--- src/rtl/bmhq_pkg.sv ---
// ----------------------------------------------------------------------------
// bmhq_pkg
// Types and constants shared by the binary max-heap queue modules.
// ----------------------------------------------------------------------------
package bmhq_pkg;

    localparam int KEY_W   = 32;
    localparam int COUNT_W = 7;
    localparam int STAT_W  = 2;

    // operation codes
    localparam logic OP_PUSH = 1'b0;
    localparam logic OP_POP  = 1'b1;

    // status codes
    localparam logic [STAT_W-1:0] ST_OK        = 2'd0;
    localparam logic [STAT_W-1:0] ST_FULL      = 2'd1;
    localparam logic [STAT_W-1:0] ST_EMPTY     = 2'd2;

    typedef struct packed {
        logic                    operation;
        logic signed [KEY_W-1:0] value;
    } in_item_t;

    typedef struct packed {
        logic signed [KEY_W-1:0] popped_value;
        logic signed [KEY_W-1:0] top_value;
        logic [COUNT_W-1:0]      count;
        logic [STAT_W-1:0]       status;
    } out_item_t;

    typedef enum logic [3:0] {
        S_IDLE,
        S_DISPATCH,
        S_UP_CHECK,
        S_UP_CMP,
        S_POP_RD_LAST,
        S_POP_LOAD_LAST,
        S_DN_CHECK,
        S_DN_RD_RIGHT,
        S_DN_CMP,
        S_FINISH
    } ctrl_state_t;

    // controller to datapath
    typedef struct packed {
        logic load;
        logic push_start;
        logic pop_start;
        logic reject_full;
        logic reject_empty;
        logic up_place;
        logic rd_parent;
        logic up_cmp;
        logic rd_last;
        logic load_last;
        logic dn_place;
        logic rd_left;
        logic rd_right;
        logic dn_cmp;
        logic finish;
    } dp_cmd_t;

    // datapath to controller
    typedef struct packed {
        logic op_pop;
        logic full;
        logic empty;
        logic last_one;
        logic pos_zero;
        logic up_gt;
        logic has_left;
        logic dn_move;
        logic out_stall;
    } dp_status_t;

endpackage

--- src/rtl/bmhq_ram.sv ---
// ----------------------------------------------------------------------------
// bmhq_ram
// Generic single-write, single-read RAM with registered read data.
// ----------------------------------------------------------------------------
module bmhq_ram #(
    parameter int WIDTH = 32,
    parameter int DEPTH = 64
) (
    input  logic                     aclk,
    input  logic                     we,
    input  logic [$clog2(DEPTH)-1:0] waddr,
    input  logic [WIDTH-1:0]         wdata,
    input  logic [$clog2(DEPTH)-1:0] raddr,
    output logic [WIDTH-1:0]         rdata
);

    logic [WIDTH-1:0] mem [DEPTH];
    logic [WIDTH-1:0] rdata_reg;

    always_ff @(posedge aclk) begin
        if (we) begin
            mem[waddr] <= wdata;
        end
        rdata_reg <= mem[raddr];
    end

    assign rdata = rdata_reg;

endmodule

--- src/rtl/bmhq_ctrl.sv ---
// ----------------------------------------------------------------------------
// bmhq_ctrl
// Sequencer for push (sift-up) and pop (sift-down) of the heap queue.
// ----------------------------------------------------------------------------
module bmhq_ctrl
    import bmhq_pkg::*;
(
    input  logic       aclk,
    input  logic       aresetn,
    input  logic       s_valid,
    output logic       s_ready,
    input  dp_status_t sts,
    output dp_cmd_t    cmd
);

    ctrl_state_t state_reg;
    ctrl_state_t state_next;

    always_ff @(posedge aclk) begin
        if (!aresetn) begin
            state_reg <= S_IDLE;
        end else begin
            state_reg <= state_next;
        end
    end

    always_comb begin
        state_next = state_reg;
        case (state_reg)
            S_IDLE: begin
                if (s_valid) begin
                    state_next = S_DISPATCH;
                end
            end
            S_DISPATCH: begin
                if (!sts.op_pop) begin
                    state_next = sts.full ? S_FINISH : S_UP_CHECK;
                end else if (sts.empty || sts.last_one) begin
                    state_next = S_FINISH;
                end else begin
                    state_next = S_POP_RD_LAST;
                end
            end
            S_UP_CHECK:      state_next = sts.pos_zero ? S_FINISH : S_UP_CMP;
            S_UP_CMP:        state_next = sts.up_gt ? S_UP_CHECK : S_FINISH;
            S_POP_RD_LAST:   state_next = S_POP_LOAD_LAST;
            S_POP_LOAD_LAST: state_next = S_DN_CHECK;
            S_DN_CHECK:      state_next = sts.has_left ? S_DN_RD_RIGHT : S_FINISH;
            S_DN_RD_RIGHT:   state_next = S_DN_CMP;
            S_DN_CMP:        state_next = sts.dn_move ? S_DN_CHECK : S_FINISH;
            S_FINISH: begin
                if (!sts.out_stall) begin
                    state_next = S_IDLE;
                end
            end
            default:         state_next = S_IDLE;
        endcase
    end

    always_comb begin
        cmd     = '0;
        s_ready = 1'b0;
        case (state_reg)
            S_IDLE: begin
                s_ready  = 1'b1;
                cmd.load = s_valid;
            end
            S_DISPATCH: begin
                if (!sts.op_pop) begin
                    cmd.reject_full = sts.full;
                    cmd.push_start  = !sts.full;
                end else begin
                    cmd.reject_empty = sts.empty;
                    cmd.pop_start    = !sts.empty;
                end
            end
            S_UP_CHECK: begin
                cmd.up_place  = sts.pos_zero;
                cmd.rd_parent = !sts.pos_zero;
            end
            S_UP_CMP:        cmd.up_cmp    = 1'b1;
            S_POP_RD_LAST:   cmd.rd_last   = 1'b1;
            S_POP_LOAD_LAST: cmd.load_last = 1'b1;
            S_DN_CHECK: begin
                cmd.dn_place = !sts.has_left;
                cmd.rd_left  = sts.has_left;
            end
            S_DN_RD_RIGHT:   cmd.rd_right  = 1'b1;
            S_DN_CMP:        cmd.dn_cmp    = 1'b1;
            S_FINISH:        cmd.finish    = !sts.out_stall;
            default:         cmd           = '0;
        endcase
    end

endmodule

--- src/rtl/bmhq_dpath.sv ---
// ----------------------------------------------------------------------------
// bmhq_dpath
// Heap store, moving key, position and count registers, and result register.
// ----------------------------------------------------------------------------
module bmhq_dpath
    import bmhq_pkg::*;
#(
    parameter int CAPACITY = 64
) (
    input  logic       aclk,
    input  logic       aresetn,
    input  dp_cmd_t    cmd,
    output dp_status_t sts,
    input  in_item_t   s_item,
    output logic       m_valid,
    input  logic       m_ready,
    output out_item_t  m_item
);

    localparam int AW = $clog2(CAPACITY);
    localparam int CW = $clog2(CAPACITY + 1);
    localparam int IW = AW + 2;

    logic                    op_reg;
    logic signed [KEY_W-1:0] in_val_reg;
    logic signed [KEY_W-1:0] cur_reg;
    logic signed [KEY_W-1:0] left_val_reg;
    logic signed [KEY_W-1:0] popped_reg;
    logic signed [KEY_W-1:0] root_reg;
    logic [STAT_W-1:0]       status_reg;
    logic [AW-1:0]           pos_reg;
    logic [CW-1:0]           count_reg;
    out_item_t               out_reg;
    logic                    m_valid_reg;

    logic                    we;
    logic [AW-1:0]           waddr;
    logic [KEY_W-1:0]        wdata;
    logic [AW-1:0]           raddr;
    logic [KEY_W-1:0]        rdata;
    logic signed [KEY_W-1:0] rkey;

    logic [AW-1:0]           parent;
    logic [IW-1:0]           left_ext;
    logic [IW-1:0]           right_ext;
    logic [IW-1:0]           cnt_ext;
    logic                    has_left;
    logic                    has_right;
    logic                    up_gt;
    logic                    take_left;
    logic                    take_right;
    logic signed [KEY_W-1:0] best_val;

    bmhq_ram #(
        .WIDTH(KEY_W),
        .DEPTH(CAPACITY)
    ) u_store (
        .aclk (aclk),
        .we   (we),
        .waddr(waddr),
        .wdata(wdata),
        .raddr(raddr),
        .rdata(rdata)
    );

    assign rkey      = $signed(rdata);
    assign parent    = AW'((pos_reg - AW'(1)) >> 1);
    assign left_ext  = IW'({pos_reg, 1'b1});
    assign right_ext = left_ext + IW'(1);
    assign cnt_ext   = IW'(count_reg);
    assign has_left  = left_ext < cnt_ext;
    assign has_right = right_ext < cnt_ext;
    assign up_gt     = cur_reg > rkey;

    // larger child wins only when strictly greater than the moving key
    assign take_left  = left_val_reg > cur_reg;
    assign best_val   = take_left ? left_val_reg : cur_reg;
    assign take_right = has_right && (rkey > best_val);

    always_comb begin
        raddr = '0;
        if (cmd.rd_parent) begin
            raddr = parent;
        end else if (cmd.rd_last) begin
            raddr = count_reg[AW-1:0];
        end else if (cmd.rd_left) begin
            raddr = left_ext[AW-1:0];
        end else if (cmd.rd_right) begin
            raddr = right_ext[AW-1:0];
        end
    end

    always_comb begin
        we    = cmd.up_place || cmd.dn_place || cmd.up_cmp || cmd.dn_cmp;
        waddr = pos_reg;
        wdata = cur_reg;
        if (cmd.up_cmp && up_gt) begin
            wdata = rdata;
        end else if (cmd.dn_cmp && take_right) begin
            wdata = rdata;
        end else if (cmd.dn_cmp && take_left) begin
            wdata = left_val_reg;
        end
    end

    always_ff @(posedge aclk) begin
        if (cmd.load) begin
            op_reg     <= s_item.operation;
            in_val_reg <= s_item.value;
            popped_reg <= '0;
            status_reg <= ST_OK;
        end
        if (cmd.reject_full) begin
            status_reg <= ST_FULL;
        end
        if (cmd.reject_empty) begin
            status_reg <= ST_EMPTY;
        end
        if (cmd.push_start) begin
            cur_reg <= in_val_reg;
            pos_reg <= count_reg[AW-1:0];
        end
        if (cmd.pop_start) begin
            popped_reg <= root_reg;
            pos_reg    <= '0;
        end
        if (cmd.up_cmp && up_gt) begin
            pos_reg <= parent;
        end
        if (cmd.load_last) begin
            cur_reg <= rkey;
        end
        if (cmd.rd_right) begin
            left_val_reg <= rkey;
        end
        if (cmd.dn_cmp) begin
            if (take_right) begin
                pos_reg <= right_ext[AW-1:0];
            end else if (take_left) begin
                pos_reg <= left_ext[AW-1:0];
            end
        end
        // shadow copy of slot zero for the top of queue
        if (we && (waddr == '0)) begin
            root_reg <= $signed(wdata);
        end
        if (cmd.finish) begin
            out_reg.popped_value <= popped_reg;
            out_reg.top_value    <= (count_reg != '0) ? root_reg : '0;
            out_reg.count        <= COUNT_W'(count_reg);
            out_reg.status       <= status_reg;
        end
    end

    always_ff @(posedge aclk) begin
        if (!aresetn) begin
            count_reg   <= '0;
            m_valid_reg <= 1'b0;
        end else begin
            if (cmd.push_start) begin
                count_reg <= count_reg + CW'(1);
            end else if (cmd.pop_start) begin
                count_reg <= count_reg - CW'(1);
            end
            m_valid_reg <= cmd.finish || (m_valid_reg && !m_ready);
        end
    end

    always_comb begin
        sts.op_pop    = (op_reg == OP_POP);
        sts.full      = (count_reg == CW'(CAPACITY));
        sts.empty     = (count_reg == '0);
        sts.last_one  = (count_reg == CW'(1));
        sts.pos_zero  = (pos_reg == '0);
        sts.up_gt     = up_gt;
        sts.has_left  = has_left;
        sts.dn_move   = take_left || take_right;
        sts.out_stall = m_valid_reg && !m_ready;
    end

    assign m_valid = m_valid_reg;
    assign m_item  = out_reg;

endmodule

--- src/rtl/binary_max_heap_queue_top.sv ---
// ----------------------------------------------------------------------------
// binary_max_heap_queue_top
// Max-priority queue of signed 32-bit keys held as a binary heap.
// ----------------------------------------------------------------------------
// Each item is a push or a pop and returns exactly one result with the popped
// key, the current maximum, the entry count and a status code. The heap lives
// in a single RAM with one write and one registered read port, so each level
// of a sift costs a read-then-compare. A push places the new key in the last
// slot and climbs it level by level until it ends at the root or stops below
// a parent that is not smaller; a pop moves the last key to the root and sinks
// it level by level until it ends in a leaf or stops above its children.
// Rejected items and a pop of the only entry skip the sift. An item's result
// is loaded only once any previous result has been taken.
// The result sits in an output register, so work on the next item starts
// while the previous result waits to be taken.
module binary_max_heap_queue_top
    import bmhq_pkg::*;
#(
    parameter int CAPACITY = 64
) (
    input  logic      aclk,
    input  logic      aresetn,
    input  logic      s_valid,
    output logic      s_ready,
    input  in_item_t  s_item,
    output logic      m_valid,
    input  logic      m_ready,
    output out_item_t m_item
);

    dp_cmd_t    cmd;
    dp_status_t sts;

    bmhq_ctrl u_ctrl (
        .aclk   (aclk),
        .aresetn(aresetn),
        .s_valid(s_valid),
        .s_ready(s_ready),
        .sts    (sts),
        .cmd    (cmd)
    );

    bmhq_dpath #(
        .CAPACITY(CAPACITY)
    ) u_dpath (
        .aclk   (aclk),
        .aresetn(aresetn),
        .cmd    (cmd),
        .sts    (sts),
        .s_item (s_item),
        .m_valid(m_valid),
        .m_ready(m_ready),
        .m_item (m_item)
    );

endmodule

--- config.mk ---
export PLATFORM = sky130hd
export DESIGN_NAME = binary_max_heap_queue_top
export DESIGN_NICKNAME = d
export VERILOG_FILES = /design/src/rtl/bmhq_pkg.sv /design/src/rtl/bmhq_ram.sv /design/src/rtl/bmhq_ctrl.sv /design/src/rtl/bmhq_dpath.sv /design/src/rtl/binary_max_heap_queue_top.sv
export SDC_FILE = /design/constraint.sdc
export NUM_CORES = 2
export LEC_CHECK = 0
export BUFFER_PORTS_ARGS = -buffer_cell sky130_fd_sc_hd__buf_4
export CELL_PAD_IN_SITES_DETAIL_PLACEMENT = 1
export CELL_PAD_IN_SITES_GLOBAL_PLACEMENT = 1
export CORE_ASPECT_RATIO = 1.5
export CORE_MARGIN = 5
export CORE_UTILIZATION = 30
export DETAILED_ROUTE_END_ITERATION = 10
export GPL_TIMING_DRIVEN = 0
export PLACE_DENSITY = 0.52
export SETUP_SLACK_MARGIN = 0.02
export SLEW_MARGIN = 20
export SYNTH_ARGS = -nofsm -noshare
export SYNTH_HDL_FRONTEND = slang
export SYNTH_SLANG_ARGS = --single-unit
--- constraint.sdc ---
create_clock -name aclk -period 8.8 [get_ports aclk]
set_input_delay 0.44 -clock aclk [delete_from_list [all_inputs] [get_ports aclk]]
set_output_delay 0.44 -clock aclk [all_outputs]
set_load 0.01 [all_outputs]
==> key figures <==
STA
  • Count of final max-slew check failures: 0
  • Clock skew: 0.07647 ns
  • Number of setup violations in the final report: 0
  • Setup repair after global routing missed its margin: false
  • Final period util: 94.79%
  • Maximum clock rate: 119.9 MHz
  • Post-route worst hold slack: 0.2841 ns
  • Setup slack of the critical path after layout: 0.4589 ns
  • Normalized max-slew margin: 13.83%
  • Measured slew at the worst slew-check pin: 1.279 ns
  • Final Critical Period: 8.341 ns
  • Setup_tns: 0 ns
  • Final number of hold-violating endpoints: 0

Synthesis
  • Synthesized cell area: 94600 sq um
  • Post-Synthesis Net Count: 6774
  • Top FF cell, synth: sky130_fd_sc_hd__edfxtp_1
  • Simple-gate area share of the yosys netlist: 10.71%
  • Async set-or-reset flop fraction in the synthesized netlist: 0%
  • Count of unique library cells instantiated by Yosys: 77
  • Number of flops mapped to enable cells by yosys: 2282
  • Avg Cell Area, Syn: 14.28 sq um
  • Cell taking the most area after synthesis: sky130_fd_sc_hd__edfxtp_1
  • Area fraction of the dominant cell type after synthesis: 72.43%
  • Cells taking the most area after synthesis: sky130_fd_sc_hd__edfxtp_1, sky130_fd_sc_hd__nand2_1, sky130_fd_sc_hd__mux2i_1, sky130_fd_sc_hd__nand3_1, sky130_fd_sc_hd__a211oi_1
  • Synth warnings: 0
  • Dominant combinational cell family by area after synthesis: simple AND/OR/NAND/NOR gates
  • Post-synthesis share of cell area spent on xor and xnor gates: 0.1204%
  • Post-synthesis sequential area ratio: 73.53%
  • Fraction of the mapped netlist area in compound gates: 7.623%
  • Multiplexer share of the synthesized area: 4.128%
  • Count of mapped cells out of synthesis: 6624
  • Number of synthesized register bits: 2334
  • Share of synthesized cell area in full adder, half adder and majority cells: 1.494%

Global routing
  • Remaining global-route overflow: 0
  • Aggregate global-route resource usage: 23.54%
  • Number of global-route vias before repair: 65220
  • First-pass GRT wire length: 534600 um
  • Maximum number of pins on one net before global-route repair: 39
  • Initial antenna violation count: 39

Place
  • Post-placement worst setup slack: -1.037 ns
  • Buffers on Ports: 111
  • Placer congestion estimate: 0.9458
  • Area post-placement: 106900 sq um
  • Dpl hpwl: 299300 um

Clock network
  • Clk_lat worst skew: 0.92 ns
  • H-Tree Depth: 4
  • Clock sinks: 2334
  • TritonCTS clock tree: yes
  • CTS Root Buffer Type: sky130_fd_sc_hd__clkbuf_16
  • Clock transition time at the flip-flop clock pins of the worst setup and hold paths: 0.07 ns
  • CTS Buf Count: 226
  • Maximum count of clock buffers along a single path: 4

Finish
  • Layout cell share with drive strength beyond 1: 14.04%
  • Area added between synthesis and finish: 21.43%
  • Cell area after layout: 114900 sq um
  • Flip-flop count of the largest register after layout: 2048
  • Register bank with the most flops: u_dpath.u_store.mem
  • Nets: 7397

Worst setup path
  • Data arrival time at the worst-slack endpoint: 9.07 ns
  • Top fanout value on the critical path: 20
  • Worst Path Class, Setup: reg2reg
  • Kind of launch point of the worst setup path: flip-flop
  • Worst path required time: 9.53 ns
  • Nature of the critical path endpoint: flip-flop

Detailed routing
  • Violation count after the first detailed-routing iteration: 5530
  • Post-detailed-routing wire length: 394600 um
  • Vias per cell: 5.320
  • Wirelength per Cell: 33.76 um
  • Via count: 62170
  • Number of nets with antenna violations after routing: 0
  • Pre-antenna DRT Iters: 5
  • Drt drc: 0

Floorplanning
  • Starting Density: 30.12%
  • Total die area: 326900 sq um
  • Standard-cell row count: 252
  • Die X-Extent: 468.5 um
  • Number of top-level design ports: 112
  • Height of the chip: 697.8 um
  • Area of the core region: 314000 sq um

Power
  • Cell area power density: 320.6 nW/um^2
  • Leak: 38.49 nW
  • Peak supply drop: 209.4 uV

Status
  • Result of the run: complete, no violations

Worst hold path
  • Min-delay worst type: in2reg

Flow run
  • Max Cap Violations: 0
## logic make-up after synthesis
| family | Yosys count |
|---|---|
| flops | 2334 |
| xor+xnor | 13 |
| fa+ha+maj | 113 |
| simple gates | 2247 |
| buf+inv | 529 |
| compound gates | 1002 |
| mux | 386 |
## layer usage
layer,vias to the layer above,wire length [um],GRT usage [%]
li1,26770,-,-
met1,32620,139200,25.42
met2,2050,202300,41.97
met3,734,19490,3.277
met4,4,33630,16.89
met5,-,23,0
## cell usage in the layout (no fill, tap or decap), types with 113 or more instances in the layout
master / Yosys / layout
sky130_fd_sc_hd__a211oi_1: 194 / 194
sky130_fd_sc_hd__a21oi_1: 168 / 167
sky130_fd_sc_hd__and3_1: 196 / 196
sky130_fd_sc_hd__buf_2: 133 / 139
sky130_fd_sc_hd__buf_4: 24 / 151
sky130_fd_sc_hd__clkbuf_1: 217 / 243
sky130_fd_sc_hd__clkbuf_16: 0 / 229
sky130_fd_sc_hd__edfxtp_1: 2282 / 2282
sky130_fd_sc_hd__ha_1: 113 / 113
sky130_fd_sc_hd__mux2i_1: 353 / 321
sky130_fd_sc_hd__nand2_1: 1231 / 1230
sky130_fd_sc_hd__nand3_1: 499 / 499
## path summary, 6_finish.rpt
check,cells past startpoint,startpoint,endpoint,slack [ns]
setup / recovery,24,u_dpath.cur_reg[9],u_dpath.u_store.mem[49][5],0.46
hold / removal,2,s_item[4],u_dpath.in_val_reg[4],0.28
setup reg to reg,24,u_dpath.cur_reg[9],u_dpath.u_store.mem[49][5],0.46
hold reg to reg,0,u_dpath.popped_reg[13],u_dpath.m_item[54],0.42
## layout make-up
class                   count  area, sq um
clock inverters           125         1320
fillers                 32560       199200
flip-flops and latches   2334        69570
repair buffers            395         6440
plain buffers             442         1991
multi-input cells        3761        23830
well taps                4191         5244
inverters                  87        326.6
clock buffers             283         5983
diodes                     69        172.7
## timing repair
item	CTS	global route
setup endpoints to repair	2000	251
hold endpoints to repair	38	0
cloned	0	0
resized for setup	10	1
hold buffers	36	0
buffers inserted	5	7
## synthesized netlist by cell type (all sizes together) (8+ instances only)
cell type / number
nor4: 9
clkbuf: 217
a221oi: 69
mux2i: 353
o211ai: 55
a221o: 11
a211oi: 195
nand4: 81
dfxtp: 52
nor2b: 11
or2: 8
xnor2: 11
and2: 43
buf: 225
a22o: 9
edfxtp: 2282
a21oi: 170
o21ai: 100
nand3: 499
a311oi: 58
o21a: 11
a2111oi: 20
o22a: 19
nand2: 1231
nor2: 111
a32oi: 60
and3: 196
inv: 87
o41ai: 9
a22oi: 31
a21o: 23
mux2: 33
or3: 10
ha: 113
o2111ai: 25
nor3: 16
a31oi: 98
## metrics by stage
step	std cells	util [%]	total power, W
after floorplan	6624	-	0.01973
after global placement	10930	32.06	0.02588
after detailed placement	11160	34.03	0.02704
after CTS	11610	36.50	0.03703
after global routing	11670	36.56	0.03796
final	11690	36.58	0.03684
## critical path, cell delays in order, from the launching register on
cell	delay [ns]
sky130_fd_sc_hd__edfxtp_1	0.45
sky130_fd_sc_hd__inv_1	0.09
sky130_fd_sc_hd__ha_1	0.24
sky130_fd_sc_hd__a21oi_1	0.23
sky130_fd_sc_hd__o21a_1	0.15
sky130_fd_sc_hd__o21ai_0	0.14
sky130_fd_sc_hd__a2111o_1	0.50
sky130_fd_sc_hd__a2111oi_0	0.43
sky130_fd_sc_hd__o21a_1	0.32
sky130_fd_sc_hd__clkbuf_2	0.40
sky130_fd_sc_hd__clkdlybuf4s15_2	0.52
sky130_fd_sc_hd__mux2i_1	0.27
sky130_fd_sc_hd__ha_1	0.27
sky130_fd_sc_hd__a21o_1	0.16
sky130_fd_sc_hd__a221o_1	0.36
sky130_fd_sc_hd__a221oi_1	0.39
sky130_fd_sc_hd__a31oi_1	0.26
sky130_fd_sc_hd__o21ai_0	0.46
sky130_fd_sc_hd__a21oi_1	0.32
sky130_fd_sc_hd__nor2_4	0.35
sky130_fd_sc_hd__clkbuf_4	0.49
sky130_fd_sc_hd__mux2i_4	0.70
sky130_fd_sc_hd__buf_16	0.24
sky130_fd_sc_hd__buf_16	0.18
sky130_fd_sc_hd__buf_16	0.16
## power breakdown
group	internal, W	switching, W	total [W]
clock	0.00561	0.00436	0.00998
combinational	0.00349	0.00920	0.0127
sequential	0.0139	0.000281	0.0142
Power figures use the tool's default switching activity.
